<file path="config.mk">
export PLATFORM = sky130hd
export DESIGN_NAME = cron_next_match_search
export DESIGN_NICKNAME = d
export VERILOG_FILES = /design/src/rtl/core/cnms_pkg.sv /design/src/rtl/core/cron_next_match_search.sv /design/src/rtl/core/cnms_ymod.sv /design/src/rtl/core/cnms_datapath.sv /design/src/rtl/core/cnms_ctrl.sv
export SDC_FILE = /design/constraint.sdc
export NUM_CORES = 1
export LEC_CHECK = 0
export BUFFER_PORTS_ARGS = -buffer_cell sky130_fd_sc_hd__buf_4
export CORE_MARGIN = 1
export CORE_UTILIZATION = 55
export CTS_BUF_LIST = sky130_fd_sc_hd__clkbuf_8
export DETAILED_ROUTE_END_ITERATION = 16
export PLACE_DENSITY = 0.73
export SYNTH_ARGS = -nofsm -noshare
export SYNTH_HDL_FRONTEND = slang
export SYNTH_SLANG_ARGS = --single-unit
</file>
<file path="constraint.sdc">
create_clock -name clk -period 15.23 [get_ports clk]
set_input_delay 3.046 -clock clk [delete_from_list [all_inputs] [get_ports clk]]
set_output_delay 3.046 -clock clk [all_outputs]
set_load 0.01 [all_outputs]
</file>
<file path="src/rtl/core/cnms_pkg.sv">
// Shared types, constants and helper functions for the cron next-match search.
// No dependencies; imported by every module of the block.
package cnms_pkg;

    localparam int YEAR_W     = 12;
    localparam int RULE_W     = 18;
    localparam int YRULE_W    = 34;
    localparam int CFG_IDX_W  = 3;
    localparam int CFG_DATA_W = 34;
    localparam int WMASK_W    = 7;
    localparam int YSTEP_W    = 10;

    localparam int YEAR_LIMIT_DEF = 2040;
    localparam int YEAR_BASE_DEF  = 1970;

    localparam logic [RULE_W-1:0]  MINUTE_RULE_RST = 18'd3776;
    localparam logic [RULE_W-1:0]  HOUR_RULE_RST   = 18'd5568;
    localparam logic [RULE_W-1:0]  DAY_RULE_RST    = 18'd6081;
    localparam logic [RULE_W-1:0]  MONTH_RULE_RST  = 18'd4865;
    localparam logic [YRULE_W-1:0] YEAR_RULE_RST   = 34'd4329830322;
    localparam logic [WMASK_W-1:0] WMASK_RST       = 7'd127;

    typedef enum logic [CFG_IDX_W-1:0] {
        CFG_MINUTE = 3'd0,
        CFG_HOUR   = 3'd1,
        CFG_DAY    = 3'd2,
        CFG_MONTH  = 3'd3,
        CFG_YEAR   = 3'd4,
        CFG_WMASK  = 3'd5
    } cfg_reg_t;

    typedef struct packed {
        logic [11:0] start_year;
        logic [3:0]  start_month;
        logic [4:0]  start_day;
        logic [4:0]  start_hour;
        logic [5:0]  start_minute;
    } req_t;

    typedef struct packed {
        logic [11:0] next_year;
        logic [3:0]  next_month;
        logic [4:0]  next_day;
        logic [4:0]  next_hour;
        logic [5:0]  next_minute;
        logic        no_match;
    } rsp_t;

    typedef enum logic [4:0] {
        CMD_IDLE,
        CMD_LOAD,
        CMD_PRE_H,
        CMD_PRE_MI,
        CMD_YEAR_NEXT,
        CMD_YEAR_ENTER,
        CMD_MONTH_NEXT,
        CMD_WD1,
        CMD_WD2,
        CMD_WD3,
        CMD_DAY_NEXT,
        CMD_DAY_ENTER,
        CMD_HOUR_NEXT,
        CMD_HOUR_ENTER,
        CMD_MIN_NEXT,
        CMD_EMIT_HIT,
        CMD_EMIT_MISS
    } cmd_t;

    typedef struct packed {
        logic mod_done;
        logic y_end;
        logic y_ok;
        logic m_ok;
        logic m_last;
        logic d_ok;
        logic d_last;
        logic hr_rule_ok;
        logic h_ok;
        logic h_last;
        logic min_rule_ok;
        logic mi_ok;
        logic mi_last;
    } status_t;

    function automatic logic [5:0] step_eff6(input logic [5:0] s);
        return (s == 6'd0) ? 6'd1 : s;
    endfunction

    function automatic logic [YSTEP_W-1:0] step_eff10(input logic [YSTEP_W-1:0] s);
        return (s == '0) ? YSTEP_W'(1) : s;
    endfunction

    function automatic logic [5:0] res_inc6(input logic [5:0] r, input logic [5:0] st);
        return ((r + 6'd1) == st) ? 6'd0 : r + 6'd1;
    endfunction

    function automatic logic [YSTEP_W-1:0] res_inc10(input logic [YSTEP_W-1:0] r,
                                                     input logic [YSTEP_W-1:0] st);
        return ((r + YSTEP_W'(1)) == st) ? '0 : r + YSTEP_W'(1);
    endfunction

    // residue of the value one
    function automatic logic [5:0] res_one6(input logic [5:0] st);
        return (st == 6'd1) ? 6'd0 : 6'd1;
    endfunction

    function automatic logic rule_ok6(input logic [5:0] v, input logic [RULE_W-1:0] rule,
                                      input logic [5:0] r);
        return (v >= rule[5:0]) && (v <= rule[11:6]) && (r == 6'd0);
    endfunction

    function automatic logic [2:0] wd_offset(input logic [3:0] m);
        logic [2:0] o;
        unique case (m)
            4'd2:    o = 3'd3;
            4'd3:    o = 3'd2;
            4'd4:    o = 3'd5;
            4'd6:    o = 3'd3;
            4'd7:    o = 3'd5;
            4'd8:    o = 3'd1;
            4'd9:    o = 3'd4;
            4'd10:   o = 3'd6;
            4'd11:   o = 3'd2;
            4'd12:   o = 3'd4;
            default: o = 3'd0;
        endcase
        return o;
    endfunction

endpackage

</file>
<file path="src/rtl/core/cron_next_match_search.sv">
// Cron next-match search: given a start moment, returns the first later minute on which
// the minute, hour, day, month, year and weekday rules all hold, or a no-match flag.
// One search at a time. A search first sets up: it waits on the bit-serial year remainder
// unit, then scans up to 24 hours and 60 minutes for any allowed value. Then the controller
// walks the candidate minutes, hours, days, months and years, with a weekday set-up for
// each month entered. A new request is taken once the previous result is in the output
// register, even while that result still waits to be taken.
// Depends on cnms_pkg, cnms_ctrl, cnms_datapath and cnms_ymod.
module cron_next_match_search
    import cnms_pkg::*;
#(
    parameter int YEAR_LIMIT = YEAR_LIMIT_DEF,
    parameter int YEAR_BASE  = YEAR_BASE_DEF
)
(
    input  logic                  clk,
    input  logic                  rst_n,
    input  logic                  cfg_we,
    input  logic [CFG_IDX_W-1:0]  cfg_index,
    input  logic [CFG_DATA_W-1:0] cfg_data,
    input  logic                  req_valid,
    output logic                  req_stall,
    input  req_t                  req,
    output logic                  rsp_valid,
    input  logic                  rsp_stall,
    output rsp_t                  rsp
);

    cmd_t    cmd;
    status_t st;

    cnms_ctrl u_ctrl (
        .clk       (clk),
        .rst_n     (rst_n),
        .req_valid (req_valid),
        .req_stall (req_stall),
        .rsp_valid (rsp_valid),
        .rsp_stall (rsp_stall),
        .st        (st),
        .cmd       (cmd)
    );

    cnms_datapath #(
        .YEAR_LIMIT (YEAR_LIMIT),
        .YEAR_BASE  (YEAR_BASE)
    ) u_datapath (
        .clk       (clk),
        .rst_n     (rst_n),
        .cmd       (cmd),
        .cfg_we    (cfg_we),
        .cfg_index (cfg_index),
        .cfg_data  (cfg_data),
        .req       (req),
        .st        (st),
        .rsp       (rsp)
    );

endmodule

</file>
<file path="src/rtl/core/cnms_ymod.sv">
// Bit-serial remainder unit: year modulo year step, one dividend bit a cycle.
// Depends on cnms_pkg.
module cnms_ymod
    import cnms_pkg::*;
(
    input  logic               clk,
    input  logic               rst_n,
    input  logic               start,
    input  logic [YEAR_W-1:0]  dividend,
    input  logic [YSTEP_W-1:0] divisor,
    output logic               done,
    output logic [YSTEP_W-1:0] rem
);

    localparam int CNT_W = $clog2(YEAR_W);

    logic               busy_reg, busy_next;
    logic               done_reg, done_next;
    logic [CNT_W-1:0]   cnt_reg, cnt_next;
    logic [YEAR_W-1:0]  dvd_reg, dvd_next;
    logic [YSTEP_W-1:0] div_reg, div_next;
    logic [YSTEP_W-1:0] rem_reg, rem_next;
    logic [YSTEP_W:0]   trial;

    always_comb
    begin
        busy_next = busy_reg;
        done_next = 1'b0;
        cnt_next  = cnt_reg;
        dvd_next  = dvd_reg;
        div_next  = div_reg;
        rem_next  = rem_reg;
        trial     = {rem_reg, dvd_reg[YEAR_W-1]};
        if (start)
        begin
            busy_next = 1'b1;
            cnt_next  = '0;
            dvd_next  = dividend;
            div_next  = divisor;
            rem_next  = '0;
        end
        else if (busy_reg)
        begin
            if (trial >= {1'b0, div_reg})
                trial = trial - {1'b0, div_reg};
            rem_next = trial[YSTEP_W-1:0];
            dvd_next = {dvd_reg[YEAR_W-2:0], 1'b0};
            cnt_next = cnt_reg + CNT_W'(1);
            if (cnt_reg == CNT_W'(YEAR_W - 1))
            begin
                busy_next = 1'b0;
                done_next = 1'b1;
            end
        end
    end

    always_ff @(posedge clk or negedge rst_n)
    begin
        if (!rst_n)
        begin
            busy_reg <= 1'b0;
            done_reg <= 1'b0;
        end
        else
        begin
            busy_reg <= busy_next;
            done_reg <= done_next;
        end
    end

    always_ff @(posedge clk)
    begin
        cnt_reg <= cnt_next;
        dvd_reg <= dvd_next;
        div_reg <= div_next;
        rem_reg <= rem_next;
    end

    assign done = done_reg;
    assign rem  = rem_reg;

endmodule

</file>
<file path="src/rtl/core/cnms_datapath.sv">
// Search datapath: rule registers, calendar counters, step residues, weekday.
// Depends on cnms_pkg and cnms_ymod; driven by cnms_ctrl commands.
module cnms_datapath
    import cnms_pkg::*;
#(
    parameter int YEAR_LIMIT = YEAR_LIMIT_DEF,
    parameter int YEAR_BASE  = YEAR_BASE_DEF
)
(
    input  logic                  clk,
    input  logic                  rst_n,
    input  cmd_t                  cmd,
    input  logic                  cfg_we,
    input  logic [CFG_IDX_W-1:0]  cfg_index,
    input  logic [CFG_DATA_W-1:0] cfg_data,
    input  req_t                  req,
    output status_t               st,
    output rsp_t                  rsp
);

    logic [RULE_W-1:0]  minute_rule_reg, hour_rule_reg, day_rule_reg, month_rule_reg;
    logic [YRULE_W-1:0] year_rule_reg;
    logic [WMASK_W-1:0] wmask_reg;

    req_t               req_reg;
    rsp_t               rsp_reg;
    logic [YEAR_W-1:0]  y_reg;
    logic [3:0]         m_reg;
    logic [4:0]         d_reg;
    logic [4:0]         h_reg;
    logic [5:0]         mi_reg;
    logic [YSTEP_W-1:0] resy_reg;
    logic [5:0]         resm_reg, resd_reg, resh_reg, resmi_reg;
    logic [5:0]         q100yy_reg, q100y_reg;
    logic [13:0]        s_reg;
    logic               leap_reg;
    logic [2:0]         wd_reg;

    logic [5:0]         mst, dst, hst, mist;
    logic [YSTEP_W-1:0] yst;
    logic [YEAR_W-1:0]  y_start, yy;
    logic [24:0]        prod_yy, prod_y;
    logic [27:0]        prod7;
    logic [13:0]        q7;
    logic [13:0]        r7;
    logic [YEAR_W-1:0]  y100;
    logic [4:0]         mdays;
    logic               ty, tm, td, th;
    logic               mod_done;
    logic [YSTEP_W-1:0] mod_rem;

    assign mst  = step_eff6(month_rule_reg[17:12]);
    assign dst  = step_eff6(day_rule_reg[17:12]);
    assign hst  = step_eff6(hour_rule_reg[17:12]);
    assign mist = step_eff6(minute_rule_reg[17:12]);
    assign yst  = step_eff10(year_rule_reg[33:24]);

    assign y_start = (req.start_year > YEAR_W'(YEAR_BASE)) ? req.start_year
                                                            : YEAR_W'(YEAR_BASE);

    cnms_ymod u_ymod (
        .clk      (clk),
        .rst_n    (rst_n),
        .start    (cmd == CMD_LOAD),
        .dividend (y_start),
        .divisor  (yst),
        .done     (mod_done),
        .rem      (mod_rem)
    );

    // weekday: year before March counts as the previous one
    assign yy      = (m_reg < 4'd3) ? y_reg - YEAR_W'(1) : y_reg;
    assign prod_yy = {13'd0, yy} * 25'd5243;
    assign prod_y  = {13'd0, y_reg} * 25'd5243;
    assign prod7   = {14'd0, s_reg} * 28'd9363;
    assign q7      = prod7[29-2:16] & 14'h0FFF;
    assign r7      = s_reg - ((q7 << 3) - q7);
    assign y100    = YEAR_W'({6'd0, q100y_reg} * YEAR_W'(100));

    always_comb
    begin
        if (m_reg == 4'd2)
            mdays = leap_reg ? 5'd29 : 5'd28;
        else if (m_reg == 4'd4 || m_reg == 4'd6 || m_reg == 4'd9 || m_reg == 4'd11)
            mdays = 5'd30;
        else
            mdays = 5'd31;
    end

    assign ty = (y_reg == req_reg.start_year);
    assign tm = ty && (m_reg == req_reg.start_month);
    assign td = tm && (d_reg == req_reg.start_day);
    assign th = td && (h_reg == req_reg.start_hour);

    always_comb
    begin
        st.mod_done    = mod_done;
        st.y_end       = (y_reg >= YEAR_W'(YEAR_LIMIT));
        st.y_ok        = (y_reg >= year_rule_reg[11:0]) && (y_reg <= year_rule_reg[23:12])
                         && (resy_reg == '0);
        st.m_ok        = rule_ok6({2'b0, m_reg}, month_rule_reg, resm_reg)
                         && (!ty || m_reg >= req_reg.start_month);
        st.m_last      = (m_reg == 4'd12);
        st.d_ok        = (d_reg <= mdays) && rule_ok6({1'b0, d_reg}, day_rule_reg, resd_reg)
                         && wmask_reg[wd_reg] && (!tm || d_reg >= req_reg.start_day);
        st.d_last      = (d_reg == 5'd31);
        st.hr_rule_ok  = rule_ok6({1'b0, h_reg}, hour_rule_reg, resh_reg);
        st.h_ok        = st.hr_rule_ok && (!td || h_reg >= req_reg.start_hour);
        st.h_last      = (h_reg == 5'd23);
        st.min_rule_ok = rule_ok6(mi_reg, minute_rule_reg, resmi_reg);
        st.mi_ok       = st.min_rule_ok && (!th || mi_reg > req_reg.start_minute);
        st.mi_last     = (mi_reg == 6'd59);
    end

    always_ff @(posedge clk or negedge rst_n)
    begin
        if (!rst_n)
        begin
            minute_rule_reg <= MINUTE_RULE_RST;
            hour_rule_reg   <= HOUR_RULE_RST;
            day_rule_reg    <= DAY_RULE_RST;
            month_rule_reg  <= MONTH_RULE_RST;
            year_rule_reg   <= YEAR_RULE_RST;
            wmask_reg       <= WMASK_RST;
        end
        else if (cfg_we)
        begin
            if (cfg_index == CFG_MINUTE)
                minute_rule_reg <= cfg_data[RULE_W-1:0];
            if (cfg_index == CFG_HOUR)
                hour_rule_reg <= cfg_data[RULE_W-1:0];
            if (cfg_index == CFG_DAY)
                day_rule_reg <= cfg_data[RULE_W-1:0];
            if (cfg_index == CFG_MONTH)
                month_rule_reg <= cfg_data[RULE_W-1:0];
            if (cfg_index == CFG_YEAR)
                year_rule_reg <= cfg_data[YRULE_W-1:0];
            if (cfg_index == CFG_WMASK)
                wmask_reg <= cfg_data[WMASK_W-1:0];
        end
    end

    always_ff @(posedge clk)
    begin
        if (mod_done)
            resy_reg <= mod_rem;
        unique case (cmd)
            CMD_LOAD:
            begin
                req_reg   <= req;
                y_reg     <= y_start;
                h_reg     <= 5'd0;
                resh_reg  <= 6'd0;
                mi_reg    <= 6'd0;
                resmi_reg <= 6'd0;
            end
            CMD_PRE_H, CMD_HOUR_NEXT:
            begin
                h_reg    <= h_reg + 5'd1;
                resh_reg <= res_inc6(resh_reg, hst);
            end
            CMD_PRE_MI, CMD_MIN_NEXT:
            begin
                mi_reg    <= mi_reg + 6'd1;
                resmi_reg <= res_inc6(resmi_reg, mist);
            end
            CMD_YEAR_NEXT:
            begin
                y_reg    <= y_reg + YEAR_W'(1);
                resy_reg <= res_inc10(resy_reg, yst);
            end
            CMD_YEAR_ENTER:
            begin
                m_reg    <= 4'd1;
                resm_reg <= res_one6(mst);
            end
            CMD_MONTH_NEXT:
            begin
                m_reg    <= m_reg + 4'd1;
                resm_reg <= res_inc6(resm_reg, mst);
            end
            CMD_WD1:
            begin
                q100yy_reg <= prod_yy[24:19];
                q100y_reg  <= prod_y[24:19];
            end
            CMD_WD2:
            begin
                s_reg    <= 14'(yy) + 14'(yy >> 2) - 14'(q100yy_reg) + 14'(q100yy_reg >> 2)
                            + 14'(wd_offset(m_reg));
                leap_reg <= (y_reg[1:0] == 2'd0) && ((y_reg != y100) || (q100y_reg[1:0] == 2'd0));
            end
            CMD_WD3:
            begin
                wd_reg   <= (r7[2:0] == 3'd6) ? 3'd0 : r7[2:0] + 3'd1;
                d_reg    <= 5'd1;
                resd_reg <= res_one6(dst);
            end
            CMD_DAY_NEXT:
            begin
                d_reg    <= d_reg + 5'd1;
                resd_reg <= res_inc6(resd_reg, dst);
                wd_reg   <= (wd_reg == 3'd6) ? 3'd0 : wd_reg + 3'd1;
            end
            CMD_DAY_ENTER:
            begin
                h_reg    <= 5'd0;
                resh_reg <= 6'd0;
            end
            CMD_HOUR_ENTER:
            begin
                mi_reg    <= 6'd0;
                resmi_reg <= 6'd0;
            end
            CMD_EMIT_HIT:
            begin
                rsp_reg.next_year   <= y_reg;
                rsp_reg.next_month  <= m_reg;
                rsp_reg.next_day    <= d_reg;
                rsp_reg.next_hour   <= h_reg;
                rsp_reg.next_minute <= mi_reg;
                rsp_reg.no_match    <= 1'b0;
            end
            CMD_EMIT_MISS:
            begin
                rsp_reg.next_year   <= '0;
                rsp_reg.next_month  <= '0;
                rsp_reg.next_day    <= '0;
                rsp_reg.next_hour   <= '0;
                rsp_reg.next_minute <= '0;
                rsp_reg.no_match    <= 1'b1;
            end
            default:
            begin
            end
        endcase
    end

    assign rsp = rsp_reg;

endmodule

</file>
<file path="src/rtl/core/cnms_ctrl.sv">
// Search controller: nested year/month/day/hour/minute walk and output handshake.
// Depends on cnms_pkg; commands cnms_datapath.
module cnms_ctrl
    import cnms_pkg::*;
(
    input  logic    clk,
    input  logic    rst_n,
    input  logic    req_valid,
    output logic    req_stall,
    output logic    rsp_valid,
    input  logic    rsp_stall,
    input  status_t st,
    output cmd_t    cmd
);

    typedef enum logic [3:0] {
        S_IDLE,
        S_YMOD,
        S_PRE_H,
        S_PRE_MI,
        S_YEAR,
        S_MONTH,
        S_WD2,
        S_WD3,
        S_DAY,
        S_HOUR,
        S_MIN,
        S_HIT,
        S_MISS
    } state_t;

    state_t state_reg, state_next;
    logic   out_valid_reg, out_valid_next;
    cmd_t   adv_cmd;
    state_t adv_state;
    logic   out_free;

    assign out_free = !out_valid_reg || !rsp_stall;

    // move on to the next day, carrying into month and year
    always_comb
    begin
        if (!st.d_last)
        begin
            adv_cmd   = CMD_DAY_NEXT;
            adv_state = S_DAY;
        end
        else if (!st.m_last)
        begin
            adv_cmd   = CMD_MONTH_NEXT;
            adv_state = S_MONTH;
        end
        else
        begin
            adv_cmd   = CMD_YEAR_NEXT;
            adv_state = S_YEAR;
        end
    end

    always_comb
    begin
        cmd            = CMD_IDLE;
        state_next     = state_reg;
        out_valid_next = out_valid_reg && rsp_stall;
        unique case (state_reg)
            S_IDLE:
                if (req_valid)
                begin
                    cmd        = CMD_LOAD;
                    state_next = S_YMOD;
                end
            S_YMOD:
                if (st.mod_done)
                    state_next = S_PRE_H;
            S_PRE_H:
            begin
                cmd = CMD_PRE_H;
                if (st.hr_rule_ok)
                    state_next = S_PRE_MI;
                else if (st.h_last)
                    state_next = S_MISS;
            end
            S_PRE_MI:
            begin
                cmd = CMD_PRE_MI;
                if (st.min_rule_ok)
                    state_next = S_YEAR;
                else if (st.mi_last)
                    state_next = S_MISS;
            end
            S_YEAR:
                priority if (st.y_end)
                    state_next = S_MISS;
                else if (st.y_ok)
                begin
                    cmd        = CMD_YEAR_ENTER;
                    state_next = S_MONTH;
                end
                else
                    cmd = CMD_YEAR_NEXT;
            S_MONTH:
                priority if (st.m_ok)
                begin
                    cmd        = CMD_WD1;
                    state_next = S_WD2;
                end
                else if (st.m_last)
                begin
                    cmd        = CMD_YEAR_NEXT;
                    state_next = S_YEAR;
                end
                else
                    cmd = CMD_MONTH_NEXT;
            S_WD2:
            begin
                cmd        = CMD_WD2;
                state_next = S_WD3;
            end
            S_WD3:
            begin
                cmd        = CMD_WD3;
                state_next = S_DAY;
            end
            S_DAY:
                if (st.d_ok)
                begin
                    cmd        = CMD_DAY_ENTER;
                    state_next = S_HOUR;
                end
                else
                begin
                    cmd        = adv_cmd;
                    state_next = adv_state;
                end
            S_HOUR:
                priority if (st.h_ok)
                begin
                    cmd        = CMD_HOUR_ENTER;
                    state_next = S_MIN;
                end
                else if (st.h_last)
                begin
                    cmd        = adv_cmd;
                    state_next = adv_state;
                end
                else
                    cmd = CMD_HOUR_NEXT;
            S_MIN:
                priority if (st.mi_ok)
                    state_next = S_HIT;
                else if (st.mi_last)
                begin
                    if (st.h_last)
                    begin
                        cmd        = adv_cmd;
                        state_next = adv_state;
                    end
                    else
                    begin
                        cmd        = CMD_HOUR_NEXT;
                        state_next = S_HOUR;
                    end
                end
                else
                    cmd = CMD_MIN_NEXT;
            S_HIT:
                if (out_free)
                begin
                    cmd            = CMD_EMIT_HIT;
                    out_valid_next = 1'b1;
                    state_next     = S_IDLE;
                end
            S_MISS:
                if (out_free)
                begin
                    cmd            = CMD_EMIT_MISS;
                    out_valid_next = 1'b1;
                    state_next     = S_IDLE;
                end
            default:
                state_next = S_IDLE;
        endcase
    end

    always_ff @(posedge clk or negedge rst_n)
    begin
        if (!rst_n)
        begin
            state_reg     <= S_IDLE;
            out_valid_reg <= 1'b0;
        end
        else
        begin
            state_reg     <= state_next;
            out_valid_reg <= out_valid_next;
        end
    end

    assign req_stall = (state_reg != S_IDLE);
    assign rsp_valid = out_valid_reg;

endmodule

</file>
==> results of run 1 <==
-- per-layer routing --
layer	vias to the layer above	share of wire (%)	track usage (%)
li1	8695	-	-
met2	484	47	43.50
met5	-	0	0
met4	0	3.2	9.114
met3	113	5.5	4.031
met1	8897	44	36.33
-- kinds of logic after synthesis --
| family | after synthesis |
|---|---|
| compound gates | 348 |
| buf+inv | 461 |
| flops | 320 |
| simple gates | 582 |
| xor+xnor | 157 |
| fa+ha+maj | 528 |
| mux | 75 |
-- worst max-delay path: cells and delay by family (launching register included) --
kind | cells | cell delay (ns)
AO/OA/AOI/OAI | 8 | 1.97
XOR/XNOR | 2 | 0.59
adder cells (fa/ha/maj) | 8 | 2.81
buffers and inverters | 7 | 0.74
flip-flops | 1 | 0.84
AND/OR/NAND/NOR | 3 | 0.63
-- final timing paths --
check | startpoint | to | slack (ns)
max | u_datapath.y_reg[5] | u_datapath.q100yy_reg[5] | 7.39
max in group asynchronous | rst_n | u_datapath.year_rule_reg[30] | 11.32
max reg2reg | u_datapath.y_reg[5] | u_datapath.q100yy_reg[5] | 7.39
min in group asynchronous | rst_n | u_datapath.day_rule_reg[13] | 2.39
min | u_datapath.minute_rule_reg[10] | u_datapath.minute_rule_reg[10] | 0.51
min reg2reg | u_datapath.minute_rule_reg[10] | u_datapath.minute_rule_reg[10] | 0.51
-- placed cells by master, fill, tap and decap left out, drive strengths merged, types with 7 or more instances in the layout --
master     n
or3        8
mux2      65
fa       129
or2       11
or4        7
a31oi     18
o21a      12
and2      18
ha       399
xor2      57
buf      125
a2111oi    8
dfrtp     76
clkbuf    64
nand2    154
nor4      26
nand2b    26
dfxtp     17
nor2b     35
mux2i      9
and3      21
dfstp     44
a21oi     74
nor3      32
o211ai    10
a211oi    18
a21o      28
nand3     48
edfxtp   183
nand4     21
clkinv    12
o21ai    117
xnor2    100
inv      425
o31ai     11
nor2     154
-- per-stage QoR --
step	setup WS, ns	util [%]	instances	hold WS [ns]
2_1_floorplan	7.857	-	2471	0.4714
3_3_place_gp	7.528	59.29	3141	0.4805
3_5_place_dp	7.438	59.29	3141	0.4873
4_1_cts	7.416	61.75	3240	0.5007
5_1_grt	6.903	61.77	3241	0.5200
6_report	7.388	61.77	3241	0.5052
-- cell type report --
cell class / count / area, sq um / area share, %
clock buffer: 64 / 880.8 / 3.122
clock inverter: 35 / 241.5 / 0.8560
inverter: 407 / 1528 / 5.415
multi-input combinational: 1690 / 14980 / 53.10
sequential: 320 / 8894 / 31.52
tap: 600 / 750.7 / 2.661
timing repair buffer: 125 / 938.4 / 3.326
==> metrics, run 1 <==
RSZ-0062 raised after global routing=false; DR pass1 iterations=6; share of layout cells above drive strength 1=between 10% and 20%; min Tclk post-route=between 7 and 8 ns; Layout area overhead=10.20%; biggest cell delay along the critical path=0.84 ns; run status=complete, no violations; Worst Tran Pin Value=1.105 ns; EDFF count, synth=183; Synth Area in Simple Gates=a little under an eighth; skew final=about 0.018 ns; Final ANT Viol Nets=0; hold path cells=2; total core area=45670 sq um; multiplexer area fraction after synthesis=roughly 3.3%; final antenna diode count=0; synthesized cell area=25600 sq um; Yosys warnings=0; CP required=roughly 16 ns; final wirelength=between 60000 and 70000 um; CP Class=reg2reg; final hold violations=0; Worst path most repeated cell=inv_1; count leader, synth=inv_1; Slew Limit Fails=0; most common flop cell mapped by yosys=edfxtp_1; Distinct cells, synth=80; all-layer global routing usage=between 20% and 30%; Fmax achieved=127.5 MHz; DR DRC count=0; CTS Buf Count=53; WP data arrival=between 8 and 9 ns; Worst-path clk slew=around 0.070 ns; CTS tree=done; GP Congestion=a little under 1; Clock Path Buffers=3; Final Setup Violations=0; Worst Setup End Kind=flop; # rows=between 70 and 80; H-tree depth=2; post-synth top area share=21.47%; Clock Tree Root=clkbuf_8; Design Area, Final=28210 sq um; Seq/Total Area, Yosys=about a third; die height=between 200 and 250 um; syn_area_per_cell=between 10 and 15 sq um; first-pass GRT wire length=roughly 99000 um; Post-CTS Setup Bufs=0; crit start category=flop; vias in the first global route=between 15000 and 20000; port buffer count=between 100 and 150; compound-cell area share of the yosys netlist=~8.8%; post_cts resized=0; hold_buf cts=0; CP max stage cell=edfxtp_1; Net count, final=around 3200; Hold Crit Class=reg2reg; 1st-iter DRT viols=between 1000 and 1500; Max transition margin=26.36%; # Max-Cap Violations=0; number of flip-flops in the largest register=34; Post-Synth Adder-Cell Area=a little under 30%; largest net degree at the start of global routing=81; Fill cells=about 3700; largest family of logic cells by synthesized area=adder cells; post-synth net total=roughly 3100; Cell Area, Placed=around 27000 sq um; WL/cell=~19 um; r2r worst-path depth=28; Gate Count Post-Synth=2471; grt total ovfl=0; Starting Density=a little under three fifths; CP max FO=13; DP HPWL=~48000 um; period utilisation layout=a little over 50%; clock sink count=between 300 and 400; Synth Area in XOR/XNOR=~5.4%; Synth async-reset ratio=roughly 38%; #FFs+latches synth=320; Post-synth top cells=inv_1, ha_1, edfxtp_1, nand2_1, nor2_1; Die X=around 220 um; Yosys top cell by area=edfxtp_1; # IOs=109; die footprint=47410 sq um; top post-synthesis cells by area=edfxtp_1, ha_1, fa_1, dfrtp_1, inv_1; Worst-Skew Late Latency=0.63 ns; vias per cell=~5.6; via count=roughly 18000; setup_tns=0 ns; initial antenna violation count=0
Power of run 1 is left out: the tool's default activity adds up to more than one toggle a clock period on the data nets, which glitch-free logic cannot reach.
==> run 2: changes to the inputs <==
--- a/config.mk
+++ b/config.mk
@@ -5,12 +5,13 @@
 export SDC_FILE = /design/constraint.sdc
 export NUM_CORES = 1
 export LEC_CHECK = 0
+export ABC_AREA = 1
 export BUFFER_PORTS_ARGS = -buffer_cell sky130_fd_sc_hd__buf_4
 export CORE_MARGIN = 1
 export CORE_UTILIZATION = 55
 export CTS_BUF_LIST = sky130_fd_sc_hd__clkbuf_8
 export DETAILED_ROUTE_END_ITERATION = 16
-export PLACE_DENSITY = 0.73
+export PLACE_DENSITY = 0.76
 export SYNTH_ARGS = -nofsm -noshare
 export SYNTH_HDL_FRONTEND = slang
 export SYNTH_SLANG_ARGS = --single-unit
==> constraint.sdc (replaced) <==
create_clock -name clk -period 6.4 [get_ports clk]
set_input_delay 1.28 -clock clk [delete_from_list [all_inputs] [get_ports clk]]
set_output_delay 1.28 -clock clk [all_outputs]
set_load 0.01 [all_outputs]
==> run 2 against run 1 <==
Compared with the run above:
- critical path depth increased by 1
- sequential cell count unchanged
- cell count increased by 17%
- clock skew increased by 0.017 ns
- critical endpoint unchanged
- first-iteration DRC count increased by 9.8%
- maximum frequency increased by 30%
- critical path type unchanged
- sequential share of layout area decreased by 1.3 points
==> metrics, run 2 <==
skew final=0.03549 ns (was 0.01846 ns); # rows=79 (was 78); total core area=46950 sq um (was 45670 sq um); post-synth top area share=20.82% (was 21.47%); final hold violations=0 (unchanged); count leader, synth=inv_1 (unchanged); port buffer count=108 (unchanged); Clock Tree Root=clkbuf_8 (unchanged); DP HPWL=51310 um (was 48340 um); largest net degree at the start of global routing=81 (unchanged); grt total ovfl=0 (unchanged); die footprint=48880 sq um (was 47410 sq um); Clock Path Buffers=3 (unchanged); number of flip-flops in the largest register=34 (unchanged); EDFF count, synth=183 (unchanged); most frequent cells in the layout=inv_1, nand2_1, ha_1 (was inv_1, ha_1, edfxtp_1); Worst path most repeated cell=inv_1 (unchanged); Distinct cells, synth=67 (was 80); Layout area overhead=11.50% (was 10.20%); WL/cell=17.26 um (was 19.02 um); biggest cell delay along the critical path=0.55 ns (was 0.84 ns); Final ANT Viol Nets=0 (unchanged); Register Area=8894 sq um (unchanged); all-layer global routing usage=27.21% (was 26.70%); Net count, final=3724 (was 3199); # Max-Cap Violations=0 (unchanged); Slew Limit Fails=0 (unchanged); Fmax achieved=165.9 MHz (was 127.5 MHz); Worst-path clk slew=0.07 ns (about the same); r2r worst-path depth=29 (was 28); post-synth net total=3562 (was 3073); period utilisation layout=94.17% (was 51.49%); Util after Layout=62.69% (was 61.77%); Seq/Total Area, Yosys=33.69% (was 34.74%); r2r setup slk=0.37 ns (was 7.39 ns); CP max FO=3 (was 13); CP startpoint=u_datapath.y_reg[3] (was u_datapath.y_reg[5]); Fill cells=3794 (was 3721); top post-synthesis cells by area=edfxtp_1, ha_1, fa_1, inv_1, dfrtp_1 (was edfxtp_1, ha_1, fa_1, dfrtp_1, inv_1); Max transition margin=22.00% (was 26.36%); Synth async-reset ratio=37.50% (unchanged); vias per cell=5.396 (was 5.612); Hold Crit Start=u_datapath.year_rule_reg[26] (was u_datapath.minute_rule_reg[10]); 1st-iter DRT viols=1500 (was 1366); clock sink count=320 (unchanged); vias in the first global route=20911 (was 18645); hold path cells=0 (was 2); run status=complete, no violations (unchanged); Yosys warnings=0 (unchanged); Min-Delay Endpoint=u_datapath.u_ymod.div_reg[2] (was u_datapath.minute_rule_reg[10]); crit start category=flop (unchanged); Gate Count Post-Synth=2960 (was 2471); CTS tree=done (unchanged); share of layout cells above drive strength 1=11.80% (was 13.37%); multi-input logic area=15010 sq um (was 14980 sq um); DR DRC count=0 (unchanged); H-tree depth=2 (unchanged); final antenna diode count=0 (unchanged); Worst-Skew Late Latency=0.66 ns (was 0.63 ns); first-pass GRT wire length=105900 um (was 98660 um); min Tclk post-route=6.027 ns (was 7.842 ns); Final Setup Violations=0 (unchanged); CP Class=reg2reg (unchanged); syn_area_per_cell=8.919 sq um (was 10.36 sq um); CTS Buf Count=56 (was 53); Die X=221.1 um (was 217.7 um); Hold Crit Class=reg2reg (unchanged); Yosys top cell by area=edfxtp_1 (unchanged); Worst R2R End=u_datapath.q100yy_reg[5] (unchanged); die height=221.1 um (was 217.7 um); Worst Tran Pin Value=1.166 ns (was 1.105 ns); WP data arrival=6.42 ns (was 8.22 ns); via count=20380 (was 18189); CP required=6.79 ns (was 15.61 ns); worst r2r src=u_datapath.y_reg[3] (was u_datapath.y_reg[5]); DR pass1 iterations=5 (was 6); #FFs+latches synth=320 (unchanged); Post-synth top cells=inv_1, nand2_1, ha_1, nor2_1, o21ai_0 (was inv_1, ha_1, edfxtp_1, nand2_1, nor2_1); # IOs=109 (unchanged); commonest non-fill, non-tap cell in the layout=inv_1 (unchanged); most common flop cell mapped by yosys=edfxtp_1 (unchanged); GP Congestion=0.9321 (was 0.9725); Starting Density=56.23% (was 56.05%); synthesized cell area=26400 sq um (was 25600 sq um); initial antenna violation count=2 (was 0); final wirelength=65180 um (was 61640 um); Worst Setup End Kind=flop (unchanged); CP max stage cell=fa_1 (was edfxtp_1)
==> run 2: changes by cell type after synthesis, sizes merged, moves of 39 or more <==
cell | before | now
nand2 | 154 | 495
inv | 405 | 633
o21ai | 117 | 193
xnor2 | 100 | 34
mux2 | 65 | 3
nand3 | 48 | 103
xor2 | 57 | 111
nor2 | 154 | 202
a21oi | 74 | 113
==> run 2: metrics by stage <==
stage	cells	area [sq um]	setup TNS, ns	worst slack [ns]	hold WS (ns)
after floorplan	2960	26410	0	0.005967	0.4444
after global placement	3665	28040	0	0.2148	0.4320
after detailed placement	3665	28040	-0.002574	-0.002574	0.4346
after CTS	3771	29300	0	0.02371	0.4493
after global routing	3777	29440	-0.01061	-0.01061	0.4602
final	3777	29440	0	0.3731	0.4546
==> run 2: cells by family after synthesis <==
family	Yosys count	synth area share, %
and+or+nand+nor	893	14.53
AOI/OAI and AO/OA	389	8.270
buffers and inverters	682	9.881
DFF	320	33.69
adders and majority gates	528	28.69
muxes	3	0.1280
xor gates and xnor gates	145	4.810
==> run 2: layout make-up <==
cell class              count  area share, %
clock buffers              75          3.507
clock inverters            31         0.7651
inverters                 636          8.114
multi-input cells        1958          50.98
flip-flops and latches    320          30.21
well taps                 607          2.580
repair buffers            150          3.838
==> run 2: per-layer routing <==
metal / track usage (%) / routed length, um / up-vias
li1: - / - / 9846
met1: 35.78 / 28480 / 9791
met2: 45.73 / 30730 / 601
met3: 3.598 / 3780 / 142
met4: 10.51 / 2193 / 0
met5: 0 / 0 / -
==> run 2: critical path: cells and delay by family (launching register included) <==
kind | cells | cell delay, ns
fa+ha+maj | 8 | 2.96
compound gates | 8 | 1.19
buf+inv | 7 | 0.45
xor+xnor | 3 | 0.42
flops | 1 | 0.40
simple gates | 3 | 0.32
==> run 2: how the worst max path moves through the flow <==
stage / endpoint / slack, ns / cells after the start
2_1_floorplan: u_datapath.q100yy_reg[5] / 0.006 / 29
3_3_place_gp: u_datapath.q100yy_reg[5] / 0.21 / 29
3_5_place_dp: u_datapath.q100yy_reg[5] / -0.003 / 28
4_1_cts: u_datapath.q100yy_reg[5] / 0.02 / 29
5_1_grt: u_datapath.q100yy_reg[5] / -0.01 / 29
6_report: u_datapath.q100yy_reg[5] / 0.37 / 29
==> run 2: timing repair <==
| action | 4_1_cts | 5_1_grt |
|---|---|---|
| gates resized for setup | 1 | 22 |
| hold buffers | 0 | 0 |
| pin swaps | 0 | 9 |
| endpoints found under the setup margin | 1 | 4 |
| cloned | 0 | 0 |
| setup buffers | 0 | 6 |
Power of run 2 is left out for the same reason.
==> run 3: changes to the inputs <==
--- a/config.mk
+++ b/config.mk
@@ -8,10 +8,10 @@
 export ABC_AREA = 1
 export BUFFER_PORTS_ARGS = -buffer_cell sky130_fd_sc_hd__buf_4
 export CORE_MARGIN = 1
-export CORE_UTILIZATION = 55
+export CORE_UTILIZATION = 50
 export CTS_BUF_LIST = sky130_fd_sc_hd__clkbuf_8
 export DETAILED_ROUTE_END_ITERATION = 16
-export PLACE_DENSITY = 0.76
+export PLACE_DENSITY = 0.7
 export SYNTH_ARGS = -nofsm -noshare
 export SYNTH_HDL_FRONTEND = slang
 export SYNTH_SLANG_ARGS = --single-unit
==> run 3 against run 2 <==
Compared with the run above:
- worst setup slack got worse by 0.13 ns
- die area increased by 9.9%
- sequential cell count did not move
- register-to-register slack worse by 0.13 ns
- clock skew shrank 0.014 ns
- first-iteration DRC count is 4.6% lower
==> metrics, run 3 (synthesized netlist as in run 2, its figures left out) <==
Hold Crit Class=reg2reg (unchanged); # IOs=109 (unchanged); final hold violations=0 (unchanged); via count=20268 (was 20380); skew final=0.02117 ns (was 0.03549 ns); GP Congestion=0.9380 (was 0.9321); CP required=6.81 ns (was 6.79 ns); grt total ovfl=0 (unchanged); setup ws final=0.2465 ns (was 0.3731 ns); hold path cells=0 (unchanged); Clock Tree Root=clkbuf_8 (unchanged); share of layout cells above drive strength 1=11.33% (was 11.80%); largest net degree at the start of global routing=74 (was 81); Worst Setup End Kind=flop (unchanged); initial antenna violation count=1 (was 2); number of flip-flops in the largest register=34 (unchanged); crit start category=flop (unchanged); DR DRC count=0 (unchanged); vias per cell=5.266 (was 5.396); Worst path most repeated cell=inv_1 (unchanged); WP data arrival=6.56 ns (was 6.42 ns); Worst-Skew Late Latency=0.66 ns (about the same); DP HPWL=51320 um (was 51310 um); Worst-path clk slew=0.07 ns (about the same); most frequent cells in the layout=inv_1, nand2_1, ha_1 (unchanged); worst r2r src=u_datapath.m_reg[0] (was u_datapath.y_reg[3]); CTS tree=done (unchanged); r2r setup slk=0.25 ns (was 0.37 ns); pre-CTS setup slack=0.02084 ns (was -0.002574 ns); Slew Limit Fails=0 (unchanged); H-tree depth=2 (unchanged); Hold Crit Start=u_datapath.year_rule_reg[28] (was u_datapath.year_rule_reg[26]); die height=231.8 um (was 221.1 um); CP Class=reg2reg (unchanged); final wirelength=65740 um (was 65180 um); period utilisation layout=96.15% (was 94.17%); WL/cell=17.08 um (was 17.26 um); first-pass GRT wire length=106600 um (was 105900 um); Design Area, Final=29370 sq um (was 29440 sq um); Worst R2R End=u_datapath.q100yy_reg[4] (was u_datapath.q100yy_reg[5]); # rows=83 (was 79); Layout area overhead=11.24% (was 11.50%); Final ANT Viol Nets=0 (unchanged); # Max-Cap Violations=0 (unchanged); die footprint=53720 sq um (was 48880 sq um); all-layer global routing usage=25.21% (was 27.21%); Worst Tran Pin Value=1.215 ns (was 1.166 ns); CTS Buf Count=56 (unchanged); commonest non-fill, non-tap cell in the layout=inv_1 (unchanged); Clock Path Buffers=3 (unchanged); clock sink count=320 (unchanged); run status=complete, no violations (unchanged); Max transition margin=18.74% (was 22.00%); port buffer count=108 (unchanged); Net count, final=3723 (was 3724); CP max FO=3 (unchanged); DR pass1 iterations=6 (was 5); Min-Delay Endpoint=u_datapath.u_ymod.div_reg[4] (was u_datapath.u_ymod.div_reg[2]); Cell Area, Placed=28150 sq um (was 28040 sq um); 1st-iter DRT viols=1431 (was 1500); Final Setup Violations=0 (unchanged); Die X=231.8 um (was 221.1 um); Hold WS=0.4405 ns (was 0.4546 ns); r2r worst-path depth=28 (was 29); Starting Density=51.05% (was 56.23%); min Tclk post-route=6.154 ns (was 6.027 ns); total core area=51720 sq um (was 46950 sq um); biggest cell delay along the critical path=0.53 ns (was 0.55 ns); Fmax achieved=162.5 MHz (was 165.9 MHz); vias in the first global route=20767 (was 20911); CP max stage cell=fa_1 (unchanged); final antenna diode count=0 (unchanged)
run 3: cell count changes in the layout (fill, tap and decap cells not counted), sizes merged:
cell | previous run | this run
inv | 650 | 655
clkinv | 13 | 22
bufinv | 3 | 2
clkinvlp | 1 | 0
buf | 150 | 149
clkbuf | 75 | 63
run 3: repair_timing:
item | in CTS | in global routing
buffers inserted | 0 | 3
endpoints found under the setup margin | 0 | 3
hold buffers | 0 | 0
resized for setup | 0 | 14
run 3: area by class of cell:
class	count	area [sq um]
fillers	4560	22350
multi-input cells	1958	14980
clock inverters	43	265.3
flip-flops and latches	320	8894
inverters	636	2389
repair buffers	149	1119
well taps	680	850.8
clock buffers	63	867.1
run 3: per-stage QoR:
| step | util, % | setup TNS (ns) | instances |
|---|---|---|---|
| 5_1_grt | 56.78 | -0.2229 | 3849 |
| 2_1_floorplan | - | 0 | 2960 |
| 3_5_place_dp | 54.42 | 0 | 3740 |
| 4_1_cts | 56.61 | 0 | 3846 |
| 3_3_place_gp | 54.42 | 0 | 3740 |
| 6_report | 56.78 | 0 | 3849 |
run 3: routing by layer:
layer  global-route usage (%)  vias to the layer above  wire (um)
li1                         -                     9868          -
met1                    34.24                     9708      29450
met2                    41.13                      565      30440
met3                    3.635                      127       3879
met4                    8.635                        0       1967
met5                        0                        -          0
run 3: critical path, delay by kind of cell, from the launching register on:
| family | cells | cell delay (ns) |
|---|---|---|
| buffers and inverters | 7 | 0.50 |
| DFF | 1 | 0.40 |
| adders and majority gates | 8 | 2.87 |
| AOI/OAI and AO/OA | 5 | 0.74 |
| xor gates and xnor gates | 2 | 0.36 |
| and+or+nand+nor | 6 | 1.01 |
run 3: worst max path at each step:
| stage | to | slack (ns) | start | cells after the start |
|---|---|---|---|---|
| 2_1_floorplan | u_datapath.q100yy_reg[5] | 0.006 | u_datapath.y_reg[6] | 29 |
| 3_3_place_gp | u_datapath.q100yy_reg[5] | 0.15 | u_datapath.m_reg[0] | 28 |
| 3_5_place_dp | u_datapath.q100yy_reg[5] | 0.02 | u_datapath.m_reg[0] | 28 |
| 4_1_cts | u_datapath.q100yy_reg[5] | 0.02 | u_datapath.m_reg[0] | 28 |
| 5_1_grt | u_datapath.q100yy_reg[4] | -0.12 | u_datapath.m_reg[2] | 29 |
| 6_report | u_datapath.q100yy_reg[4] | 0.25 | u_datapath.m_reg[0] | 28 |
Power of run 3 is left out for the same reason.
